==> config.mk <==
export PLATFORM = sky130hd
export DESIGN_NAME = s_expression_tokenizer_flat
export DESIGN_NICKNAME = d
export VERILOG_FILES = /design/src/design/setok_pkg.sv /design/src/design/setok_in_if.sv /design/src/design/setok_out_if.sv /design/src/design/setok_lex.sv /design/src/design/setok_emit.sv /design/src/design/s_expression_tokenizer.sv /design/src/flat_wrapper.sv
export SDC_FILE = /design/constraint.sdc
export NUM_CORES = 1
export LEC_CHECK = 0
export BUFFER_PORTS_ARGS = -buffer_cell sky130_fd_sc_hd__buf_2
export CAP_MARGIN = 10
export CORE_MARGIN = 4
export CORE_UTILIZATION = 45
export DETAILED_ROUTE_END_ITERATION = 10
export PLACE_DENSITY = 0.59
export SYNTH_ARGS = -nofsm -noshare
export SYNTH_HDL_FRONTEND = slang
export SYNTH_HIERARCHICAL = 1
export SYNTH_SLANG_ARGS = --single-unit
==> constraint.sdc <==
create_clock -name clk -period 11.6 [get_ports clk]
set_input_delay 1.16 -clock clk [delete_from_list [all_inputs] [get_ports clk]]
set_output_delay 1.16 -clock clk [all_outputs]
set_load 0.01 [all_outputs]
==> src/design/setok_pkg.sv <==
// Shared types, token kind codes, lexer modes and character constants of the tokenizer.
package setok_pkg;

  typedef enum logic [3:0] {
    K_END    = 4'd0,
    K_INT    = 4'd1,
    K_RAT    = 4'd2,
    K_FLOAT  = 4'd3,
    K_SYM    = 4'd4,
    K_STR    = 4'd5,
    K_CONST  = 4'd6,
    K_LPAREN = 4'd7,
    K_RPAREN = 4'd8,
    K_DOT    = 4'd9,
    K_TICK   = 4'd10,
    K_ERR    = 4'd11
  } kind_t;

  typedef enum logic [10:0] {
    M_IDLE    = 11'b000_0000_0001,
    M_COMMENT = 11'b000_0000_0010,
    M_INT     = 11'b000_0000_0100,
    M_RSIGN   = 11'b000_0000_1000,
    M_RDIG    = 11'b000_0001_0000,
    M_FRAC    = 11'b000_0010_0000,
    M_MINUS   = 11'b000_0100_0000,
    M_SYM     = 11'b000_1000_0000,
    M_CONST   = 11'b001_0000_0000,
    M_STR     = 11'b010_0000_0000,
    M_ESC     = 11'b100_0000_0000
  } mode_t;

  localparam logic [7:0] CH_NUL    = 8'h00;
  localparam logic [7:0] CH_TAB    = 8'h09;
  localparam logic [7:0] CH_LF     = 8'h0a;
  localparam logic [7:0] CH_CR     = 8'h0d;
  localparam logic [7:0] CH_FF     = 8'h0c;
  localparam logic [7:0] CH_SPACE  = 8'h20;
  localparam logic [7:0] CH_QUOTE  = 8'h22;
  localparam logic [7:0] CH_HASH   = 8'h23;
  localparam logic [7:0] CH_TICK   = 8'h27;
  localparam logic [7:0] CH_LPAREN = 8'h28;
  localparam logic [7:0] CH_RPAREN = 8'h29;
  localparam logic [7:0] CH_MINUS  = 8'h2d;
  localparam logic [7:0] CH_DOT    = 8'h2e;
  localparam logic [7:0] CH_SLASH  = 8'h2f;
  localparam logic [7:0] CH_ZERO   = 8'h30;
  localparam logic [7:0] CH_NINE   = 8'h39;
  localparam logic [7:0] CH_SEMI   = 8'h3b;
  localparam logic [7:0] CH_BSLASH = 8'h5c;
  localparam logic [7:0] CH_LOW_F  = 8'h66;
  localparam logic [7:0] CH_LOW_N  = 8'h6e;
  localparam logic [7:0] CH_LOW_T  = 8'h74;

  // One result word of the output channel.
  typedef struct packed {
    logic [3:0] token_kind;
    logic [7:0] value_char;
    logic       has_char;
    logic       last_of_token;
  } res_t;

  // The results that one input word causes, slot 0 first.
  typedef struct packed {
    res_t [2:0] slot;
    logic [1:0] count;
  } batch_t;

endpackage

==> src/design/setok_in_if.sv <==
// Input channel of the tokenizer: one source byte or an end-of-input mark per word.
interface setok_in_if;
  logic       valid;
  logic       ready;
  logic [7:0] char_in;
  logic       end_of_input;

  modport source(output valid, output char_in, output end_of_input, input ready);
  modport sink(input valid, input char_in, input end_of_input, output ready);
endinterface

==> src/design/setok_out_if.sv <==
// Output channel of the tokenizer: one token character or token marker per word.
interface setok_out_if;
  logic       valid;
  logic       ready;
  logic [3:0] token_kind;
  logic [7:0] value_char;
  logic       has_char;
  logic       last_of_token;

  modport source(output valid, output token_kind, output value_char, output has_char,
                 output last_of_token, input ready);
  modport sink(input valid, input token_kind, input value_char, input has_char,
               input last_of_token, output ready);
endinterface

==> src/design/setok_lex.sv <==
// Combinational lexer step: current mode and one input word give the results and next mode.
module setok_lex (
  input  setok_pkg::mode_t  lex_mode,
  input  logic [7:0]        char_in,
  input  logic              end_of_input,
  output setok_pkg::batch_t batch,
  output setok_pkg::mode_t  mode_next
);
  import setok_pkg::*;

  typedef struct packed {
    logic  vld;
    res_t  r;
    mode_t m;
  } start_t;

  function automatic res_t mk(kind_t kind, logic [7:0] ch);
    res_t r;
    r.token_kind    = kind;
    r.value_char    = ch;
    r.has_char      = 1'b1;
    r.last_of_token = 1'b0;
    return r;
  endfunction

  function automatic res_t mk_one(kind_t kind, logic [7:0] ch);
    res_t r;
    r.token_kind    = kind;
    r.value_char    = ch;
    r.has_char      = 1'b1;
    r.last_of_token = 1'b1;
    return r;
  endfunction

  function automatic res_t mk_close(kind_t kind);
    res_t r;
    r.token_kind    = kind;
    r.value_char    = CH_NUL;
    r.has_char      = 1'b0;
    r.last_of_token = 1'b1;
    return r;
  endfunction

  function automatic logic is_white(logic [7:0] c);
    return c inside {CH_SPACE, [CH_TAB:CH_CR]};
  endfunction

  function automatic logic is_digit(logic [7:0] c);
    return c inside {[CH_ZERO:CH_NINE]};
  endfunction

  // Examines a word as the first one of a new token.
  function automatic start_t start_tok(logic [7:0] c, logic eoi);
    start_t s;
    s.vld = 1'b0;
    s.r   = mk_close(K_END);
    s.m   = M_IDLE;
    if (eoi) begin
      s.vld = 1'b1;
    end else if (!is_white(c)) begin
      case (c)
        CH_SEMI:   s.m = M_COMMENT;
        CH_LPAREN: begin s.vld = 1'b1; s.r = mk_one(K_LPAREN, c); end
        CH_RPAREN: begin s.vld = 1'b1; s.r = mk_one(K_RPAREN, c); end
        CH_DOT:    begin s.vld = 1'b1; s.r = mk_one(K_DOT, c); end
        CH_TICK:   begin s.vld = 1'b1; s.r = mk_one(K_TICK, c); end
        CH_QUOTE:  s.m = M_STR;
        CH_HASH:   begin s.vld = 1'b1; s.r = mk(K_CONST, c); s.m = M_CONST; end
        CH_MINUS:  s.m = M_MINUS;
        default: begin
          s.vld = 1'b1;
          if (is_digit(c)) begin
            s.r = mk(K_INT, c);
            s.m = M_INT;
          end else begin
            s.r = mk(K_SYM, c);
            s.m = M_SYM;
          end
        end
      endcase
    end
    return s;
  endfunction

  start_t     st;
  logic       term;
  logic [7:0] esc_char;

  assign st   = start_tok(char_in, end_of_input);
  assign term = end_of_input || is_white(char_in) || (char_in == CH_RPAREN);

  always_comb begin
    case (char_in)
      CH_LOW_N: esc_char = CH_LF;
      CH_LOW_T: esc_char = CH_TAB;
      CH_LOW_F: esc_char = CH_FF;
      default:  esc_char = char_in;
    endcase
  end

  always_comb begin
    batch     = '0;
    mode_next = lex_mode;
    case (lex_mode)
      M_COMMENT: begin
        if (end_of_input) begin
          batch.slot[0] = st.r;
          batch.count   = 2'd1;
          mode_next     = M_IDLE;
        end else if (char_in == CH_LF) begin
          mode_next = M_IDLE;
        end
      end
      M_INT: begin
        if (!end_of_input && is_digit(char_in)) begin
          batch.slot[0] = mk(K_INT, char_in);
          batch.count   = 2'd1;
        end else if (!end_of_input && char_in == CH_SLASH) begin
          batch.slot[0] = mk(K_RAT, char_in);
          batch.count   = 2'd1;
          mode_next     = M_RSIGN;
        end else if (!end_of_input && char_in == CH_DOT) begin
          batch.slot[0] = mk(K_FLOAT, char_in);
          batch.count   = 2'd1;
          mode_next     = M_FRAC;
        end else begin
          batch.slot[0] = mk_close(K_INT);
          batch.slot[1] = st.r;
          batch.count   = st.vld ? 2'd2 : 2'd1;
          mode_next     = st.m;
        end
      end
      M_RSIGN, M_RDIG: begin
        if (!end_of_input && (is_digit(char_in) ||
            (char_in == CH_MINUS && lex_mode == M_RSIGN))) begin
          batch.slot[0] = mk(K_RAT, char_in);
          batch.count   = 2'd1;
          mode_next     = M_RDIG;
        end else begin
          batch.slot[0] = mk_close(K_RAT);
          batch.slot[1] = st.r;
          batch.count   = st.vld ? 2'd2 : 2'd1;
          mode_next     = st.m;
        end
      end
      M_FRAC: begin
        if (!end_of_input && is_digit(char_in)) begin
          batch.slot[0] = mk(K_FLOAT, char_in);
          batch.count   = 2'd1;
        end else begin
          batch.slot[0] = mk_close(K_FLOAT);
          batch.slot[1] = st.r;
          batch.count   = st.vld ? 2'd2 : 2'd1;
          mode_next     = st.m;
        end
      end
      M_MINUS: begin
        if (!end_of_input && is_digit(char_in)) begin
          batch.slot[0] = mk(K_INT, CH_MINUS);
          batch.slot[1] = mk(K_INT, char_in);
          batch.count   = 2'd2;
          mode_next     = M_INT;
        end else if (term) begin
          // The held minus becomes a one-character symbol, closed at once.
          batch.slot[0] = mk(K_SYM, CH_MINUS);
          batch.slot[1] = mk_close(K_SYM);
          batch.slot[2] = st.r;
          batch.count   = st.vld ? 2'd3 : 2'd2;
          mode_next     = st.m;
        end else begin
          batch.slot[0] = mk(K_SYM, CH_MINUS);
          batch.slot[1] = mk(K_SYM, char_in);
          batch.count   = 2'd2;
          mode_next     = M_SYM;
        end
      end
      M_SYM, M_CONST: begin
        if (term) begin
          batch.slot[0] = mk_close((lex_mode == M_SYM) ? K_SYM : K_CONST);
          batch.slot[1] = st.r;
          batch.count   = st.vld ? 2'd2 : 2'd1;
          mode_next     = st.m;
        end else begin
          batch.slot[0] = mk((lex_mode == M_SYM) ? K_SYM : K_CONST, char_in);
          batch.count   = 2'd1;
        end
      end
      M_STR: begin
        if (end_of_input) begin
          batch.slot[0] = mk_close(K_ERR);
          batch.slot[1] = mk_close(K_END);
          batch.count   = 2'd2;
          mode_next     = M_IDLE;
        end else if (char_in == CH_QUOTE) begin
          batch.slot[0] = mk_close(K_STR);
          batch.count   = 2'd1;
          mode_next     = M_IDLE;
        end else if (char_in == CH_BSLASH) begin
          mode_next = M_ESC;
        end else begin
          batch.slot[0] = mk(K_STR, char_in);
          batch.count   = 2'd1;
        end
      end
      M_ESC: begin
        if (end_of_input) begin
          batch.slot[0] = mk_close(K_ERR);
          batch.slot[1] = mk_close(K_END);
          batch.count   = 2'd2;
          mode_next     = M_IDLE;
        end else begin
          batch.slot[0] = mk(K_STR, esc_char);
          batch.count   = 2'd1;
          mode_next     = M_STR;
        end
      end
      default: begin
        batch.slot[0] = st.r;
        batch.count   = st.vld ? 2'd1 : 2'd0;
        mode_next     = st.m;
      end
    endcase
  end

endmodule

==> src/design/setok_emit.sv <==
// Result queue of up to three words whose head is the registered output word.
module setok_emit (
  input  logic              clk,
  input  logic              rst,
  input  logic              load,
  input  setok_pkg::batch_t batch,
  output logic              free,
  setok_out_if.source       tokens
);
  import setok_pkg::*;

  res_t [2:0] slots;
  logic [1:0] count;
  logic       pop;

  assign tokens.valid         = (count != 2'd0);
  assign tokens.token_kind    = slots[0].token_kind;
  assign tokens.value_char    = slots[0].value_char;
  assign tokens.has_char      = slots[0].has_char;
  assign tokens.last_of_token = slots[0].last_of_token;

  assign pop  = tokens.valid && tokens.ready;
  // A new batch may land when the queue is empty after this cycle.
  assign free = (count == 2'd0) || (count == 2'd1 && pop);

  always_ff @(posedge clk) begin
    if (rst) begin
      count <= 2'd0;
    end else if (load) begin
      count <= batch.count;
    end else if (pop) begin
      count <= count - 2'd1;
    end
  end

  always_ff @(posedge clk) begin
    if (load) begin
      slots <= batch.slot;
    end else if (pop) begin
      slots[0] <= slots[1];
      slots[1] <= slots[2];
    end
  end

endmodule

==> src/design/s_expression_tokenizer.sv <==
// A byte accepted into the input stage has its results loaded into the result queue.
// The registered head word of the queue is the output word. Throughput: one input word
// per cycle while each word causes at most one result word and ready stays high. After a
// word with more result words (at most three), the next word waits in the input stage
// while the single output port drains the queue, one word a cycle while ready is high.
// Reset (synchronous, active high) empties the input stage and the result queue and
// returns the lexer mode to idle between tokens.
module s_expression_tokenizer (
  input logic         clk,
  input logic         rst,
  setok_in_if.sink    bytes,
  setok_out_if.source tokens
);
  import setok_pkg::*;

  // Input stage. It holds one accepted word until the lexer step can hand its
  // results to the result queue.
  logic       in_vld;
  logic [7:0] in_char;
  logic       in_eoi;

  // Lexer mode, one-hot, carried from one word to the next.
  mode_t      lex_mode;
  mode_t      mode_next;

  batch_t     batch;
  logic       free;
  logic       consume;
  logic       load;

  // The lexer step is pure logic on the held word and the current mode.
  setok_lex u_lex (
    .lex_mode     (lex_mode),
    .char_in      (in_char),
    .end_of_input (in_eoi),
    .batch        (batch),
    .mode_next    (mode_next)
  );

  // A held word is consumed when it yields no results (only the mode moves),
  // or when the result queue is about to be empty and can take the whole batch.
  // Loading the whole batch at once keeps the results of one word together and
  // in order, so nothing has to be tracked per word beyond the queue count.
  assign consume = in_vld && ((batch.count == 2'd0) || free);
  assign load    = consume && (batch.count != 2'd0);

  // The input stage takes a new word whenever it is empty or its word leaves
  // in this cycle, so words can arrive back to back.
  assign bytes.ready = !in_vld || consume;

  always_ff @(posedge clk) begin
    if (rst) begin
      in_vld   <= 1'b0;
      lex_mode <= M_IDLE;
    end else begin
      if (bytes.valid && bytes.ready) begin
        in_vld <= 1'b1;
      end else if (consume) begin
        in_vld <= 1'b0;
      end
      if (consume) begin
        lex_mode <= mode_next;
      end
    end
  end

  always_ff @(posedge clk) begin
    if (bytes.valid && bytes.ready) begin
      in_char <= bytes.char_in;
      in_eoi  <= bytes.end_of_input;
    end
  end

  // The result queue drives the output channel from its registered head word.
  setok_emit u_emit (
    .clk    (clk),
    .rst    (rst),
    .load   (load),
    .batch  (batch),
    .free   (free),
    .tokens (tokens)
  );

endmodule

==> src/flat_wrapper.sv <==
// flat-port wrapper written by rule: the top's interface ports become plain ports
module s_expression_tokenizer_flat import setok_pkg::*;
  (clk, rst, bytes_valid, bytes_char_in, bytes_end_of_input, bytes_ready, tokens_valid, tokens_token_kind, tokens_value_char, tokens_has_char, tokens_last_of_token, tokens_ready);
  setok_in_if bytes_i ();
  setok_out_if tokens_i ();
  input logic clk;
  input logic rst;
  input wire logic [$bits(bytes_i.valid)-1:0] bytes_valid;
  input wire logic [$bits(bytes_i.char_in)-1:0] bytes_char_in;
  input wire logic [$bits(bytes_i.end_of_input)-1:0] bytes_end_of_input;
  output wire logic [$bits(bytes_i.ready)-1:0] bytes_ready;
  output wire logic [$bits(tokens_i.valid)-1:0] tokens_valid;
  output wire logic [$bits(tokens_i.token_kind)-1:0] tokens_token_kind;
  output wire logic [$bits(tokens_i.value_char)-1:0] tokens_value_char;
  output wire logic [$bits(tokens_i.has_char)-1:0] tokens_has_char;
  output wire logic [$bits(tokens_i.last_of_token)-1:0] tokens_last_of_token;
  input wire logic [$bits(tokens_i.ready)-1:0] tokens_ready;
  assign bytes_i.valid = bytes_valid;
  assign bytes_i.char_in = bytes_char_in;
  assign bytes_i.end_of_input = bytes_end_of_input;
  assign bytes_ready = bytes_i.ready;
  assign tokens_valid = tokens_i.valid;
  assign tokens_token_kind = tokens_i.token_kind;
  assign tokens_value_char = tokens_i.value_char;
  assign tokens_has_char = tokens_i.has_char;
  assign tokens_last_of_token = tokens_i.last_of_token;
  assign tokens_i.ready = tokens_ready;
  s_expression_tokenizer u_core (.clk(clk), .rst(rst), .bytes(bytes_i), .tokens(tokens_i));
endmodule
Word level (Yosys, flattened, before mapping)
Cells that the tools add are included.

Flip-flop bits (word level): 65. Bits of input ports: 13. Output and inout port bits: 16.

Add/sub/neg operators: 1. Magnitude comparators: 4. Eq/ne operators: 31. Multiplexer cells: 54. Bitwise logic cells: 1. Reduce and logical (&&, ||, !) cells: 34.

Operator list (count): 2-to-1 mux 11 bit (13); case mux 16 bit (8 select lines) (1); 2-to-1 mux 14 bit (9); case mux 15 bit (6 select lines) (1); case mux 11 bit (8 select lines) (1); case mux 14 bit (6 select lines) (1); == test 8 x 6 -> 1 bit, second input constant (10); 2-to-1 mux 28 bit (2); case mux 11 bit (5 select lines) (1); 2-to-1 mux 26 bit (2); 2-to-1 mux 16 bit (3); 2-to-1 mux 12 bit (3); == test 8 x 7 -> 1 bit, second input constant (4); 2-to-1 mux 15 bit (2); 2-to-1 mux 29 bit (1); 2-to-1 mux 25 bit (1); 2-to-1 mux 24 bit (1); case mux 8 bit (3 select lines) (1); logical AND 1 bit (12); == test 11 x 10 -> 1 bit, second input constant (1); == test 11 bit, second input constant (1); == test 11 x 2 -> 1 bit, second input constant (1); == test 11 x 3 -> 1 bit, second input constant (1); == test 11 x 4 -> 1 bit, second input constant (1); other kinds (27) (51).

Depth between registers and ports, before layout
Depth after elaboration: 17. Depth in mapped cells: 16. Mapped depth without buffers: 13.

Hierarchy
The synthesis kept the hierarchy.

Modules (own cells, without submodules): setok_lex (times used 1, cells each 334, area each 2031.9 um^2); setok_emit (times used 1, cells each 104, area each 1845.5 um^2); s_expression_tokenizer (times used 1, cells each 64, area each 834.6 um^2).

Least setup slack after synthesis
No wires, ideal clock.

Path kind: register -> output. Start: reg u_core.lex_mode[4]. End: out bytes_ready. Data arrival time: 3002 ps. Required time: 10440 ps. Path slack: 7438 ps. Stages on the path, launching flop included: 12. Buffers on the path: 3. Cell sequence: dfxtp_1 > buf_6 > or4_4 > or4_1 > or4_1 > buf_2 > nor2b_2 > buf_6 > nor2_2 > o211ai_1 > nor2_2 > or3b_4.

RTL lines: start, declared (RTL line s_expression_tokenizer.sv:23) `mode_t lex_mode;`; start signal, assigned (RTL line s_expression_tokenizer.sv:62) `lex_mode <= mode_next;`; end, declared (RTL line flat_wrapper.sv:11) `output wire logic [$bits(bytes_i.ready)-1:0] bytes_ready;`.

==> qor.csv <==
stage;metric;value;unit
status;status;completed;
clock_tree;clock_latency;360;ps
grt;grt-ovfl-total;0;
drt;firstDrtPassIters;5;
worst_setup_path;end_kind;register;
power;power_leakage;1.70;nW
worst_setup_path;max_stage_delay;850;ps
floorplan;core-area;0.0103;mm²
sta;rsz0062_at_grt;no;
drt;wl_per_cell;21.1;µm
worst_setup_path;setup.worst_path.start_class;register;
drt;route.detailed.drc;0;
finish;area_delta_synth_final;5.39;%
finish;mostFrequentLayoutCells;edfxtp_1, nor2_1, nand2_1;
clock_tree;post-cts-setup-buffers;0;
power;ir_worst_vdd;0.0000800;V
finish;postLayoutCoreUtil;0.483;
power;comb_power_share;0.192;
worst_setup_path;crit_fanout;45;
worst_setup_path;critPathKind;reg -> reg;
grt;grt_max_degree;46;
sta;worstMarginPinSlew;970;ps
synthesis;async_flop_share;0;
sta;finalCritPeriodShare;0.466;
worst_setup_path;worst-path-buf-inv;1;
finish;seqCellArea;0.00181;mm²
min_path;hold_class;reg -> reg;
power;pwr-share-clk;0.350;
synthesis;syn_area;0.00471;mm²
placement;post_dp_cell_area;0.00472;mm²
clock_tree;clk_pin_slew_worst_paths;70;ps
floorplan;rows;37;
grt;grt_pass1_wl;20800;µm
drt;ant_nets;0;
grt;grt_pass1_vias;3617;
synthesis;ys_types;81;
synthesis;ys_seq_area_frac;0.384;
worst_setup_path;cp_data_arrival_time;5400;ps
finish;n_fill_cell;1002;
clock_tree;holdBufCountCts;0;
synthesis;dominantRegCellSynth;edfxtp_1;
power;switching_share;0.282;
clock_tree;root_buffer;clkbuf_8;
drt;dr.first_iter.drc_count;404;
grt;grt_util_all_layers;0.232;
floorplan;initial_core_util;0.458;
placement;gp_congestion;0.979;
sta;whs;549;ps
grt;grt_antenna_before_repair;0;
floorplan;num_io_pins;29;
sta;max_freq;0.185;GHz
clock_tree;clock-sinks;65;
clock_tree;cts_resized;0;
worst_setup_path;cp_top_family;simple AND/OR/NAND/NOR gates;
finish;multiInputGateArea;0.00255;mm²
drt;vias;3961;
finish;final_cell_area;0.00497;mm²
sta;post-route-min-period;5400;ps
worst_setup_path;required;11600;ps
sta;fin_tns_setup;0;ps
power;seq_power_share;0.458;
sta;slew_headroom;0.354;
placement;dp_hpwl;9830;µm
clock_tree;clk_path_buf_depth;2;
sta;maxSlewViolCount;0;
sta;hold_viol;0;
power;p_switching;194;µW
power;intPower;493;µW
floorplan;dieArea;0.0122;mm²
worst_setup_path;cp_slowest_cell;edfxtp_1;
synthesis;synth_cells;502;
finish;layout.nets;507;
clock_tree;cts_buffers;9;
power;power-per-cell-area;138;mW/mm²
clock_tree;cts_tree;built;
sta;fin_worst_skew;11.5;ps
finish;layout.cells.most_common;edfxtp_1;
synthesis;ys_warn_count;6;
sta;finalSetupViolCount;0;
finish;final_layout_size_suffix_gt1_frac;0.205;
finish;n_antenna_cell;0;
synthesis;synthesis.area_per_instance;9.39;µm²
floorplan;dieWidth;110;µm
synthesis;synth_edf_count;51;
floorplan;die_h;110;µm
placement;port_buffers;28;
drt;wirelength;13400;µm
synthesis;ys_seq_elements;65;
drt;vias_per_cell;6.26;
clock_tree;cts_max_level;3;
run;maxCapViolCount;0;
worst_setup_path;crit_chain;nor2_1 -> a31oi_1 -> nand3_1 -> nand2_1 -> inv_1 -> o41ai_1 -> o211ai_1 -> nor2_2 -> o21a_4 -> and2b_2 -> or2_2;
## final timing paths
path | start | endpoint | slack [ps] | depth (start not counted)
setup / recovery | u_core/in_char[0] | u_core/u_emit/tokens.token_kind[1] | 6200 | 11
setup reg to reg | u_core/in_char[0] | u_core/u_emit/tokens.token_kind[1] | 6200 | 11
hold reg to reg | u_core/lex_mode[1] | u_core/lex_mode[1] | 550 | 2
hold / removal | u_core/lex_mode[1] | u_core/lex_mode[1] | 550 | 2
## state kept, by name (all words and copies together) (netlist names), 2 cells and up
signal,flops
u_core/u_emit/slots,28
u_core/lex_mode,11
u_core/u_emit/tokens.value_char,8
u_core/u_emit/tokens.token_kind,4
u_core/in_char,8
u_core/u_emit/count,2
## power groups by stage
stage          logic [mW]  registers, mW  clock network (mW)
6_report            0.132          0.314               0.241
5_1_grt             0.144          0.318               0.259
4_1_cts             0.132          0.314               0.248
3_5_place_dp        0.132          0.320                   0
3_3_place_gp        0.131          0.319                   0
2_1_floorplan       0.118          0.308                   0
## cell families after synthesis
kind of cell    count (synthesis)  share of synthesized area
buf+inv                        68                     0.0794
other cells                     1                   0.000796
fa+ha+maj                       2                    0.00531
compound gates                 98                      0.151
mux                            39                     0.0903
xor+xnor                        6                     0.0112
simple gates                  223                      0.278
flops                          65                      0.384
## layer usage
metal,up-vias,track usage,part of all wire
met5,-,0,0
met2,190,0.347,0.45
met3,42,0.0617,0.080
li1,1853,-,-
met1,1876,0.313,0.43
met4,0,0.108,0.045
## stage by stage
step,setup WS [ps],instances,total power [mW]
2_1_floorplan,7440,509,0.426
3_3_place_gp,6410,617,0.449
3_5_place_dp,6250,617,0.451
4_1_cts,6270,633,0.695
5_1_grt,5770,633,0.721
6_report,6200,633,0.687
## cell usage after synthesis, types with 5 or more instances
master	count	share of area
or4_1	12	0.019
nand2_1	29	0.023
nand4_1	8	0.011
buf_4	23	0.037
mux2_2	28	0.067
nand3_1	26	0.028
clkbuf_1	26	0.021
inv_1	11	0.0088
nor2b_1	8	0.011
mux2i_1	11	0.023
or3_1	5	0.0066
o22ai_1	6	0.0080
o21ai_1	9	0.0096
nor2_1	34	0.027
a21oi_1	13	0.014
o21ai_0	10	0.011
nand2b_1	27	0.036
nor4_1	10	0.013
o211ai_1	11	0.018
edfxtp_1	51	0.33
dfxtp_1	14	0.059
nor3_1	15	0.016
or2_2	6	0.0080
a31oi_1	10	0.013
## tightest hold or removal path, delay by kind of cell, from the launching register on
family | cells | cell delay, ps
flip-flops | 1 | 360
AND/OR/NAND/NOR | 1 | 80
multiplexers | 1 | 60
## final cells by class
class,instances,share of cell area
Multi-Input combinational cell,376,0.514
Timing Repair Buffer,29,0.0297
Inverter,11,0.00831
Clock buffer,10,0.0257
Tap cell,136,0.0343
Clock inverter,6,0.0232
Sequential cell,65,0.365
(Power assumes the default switching activity.)
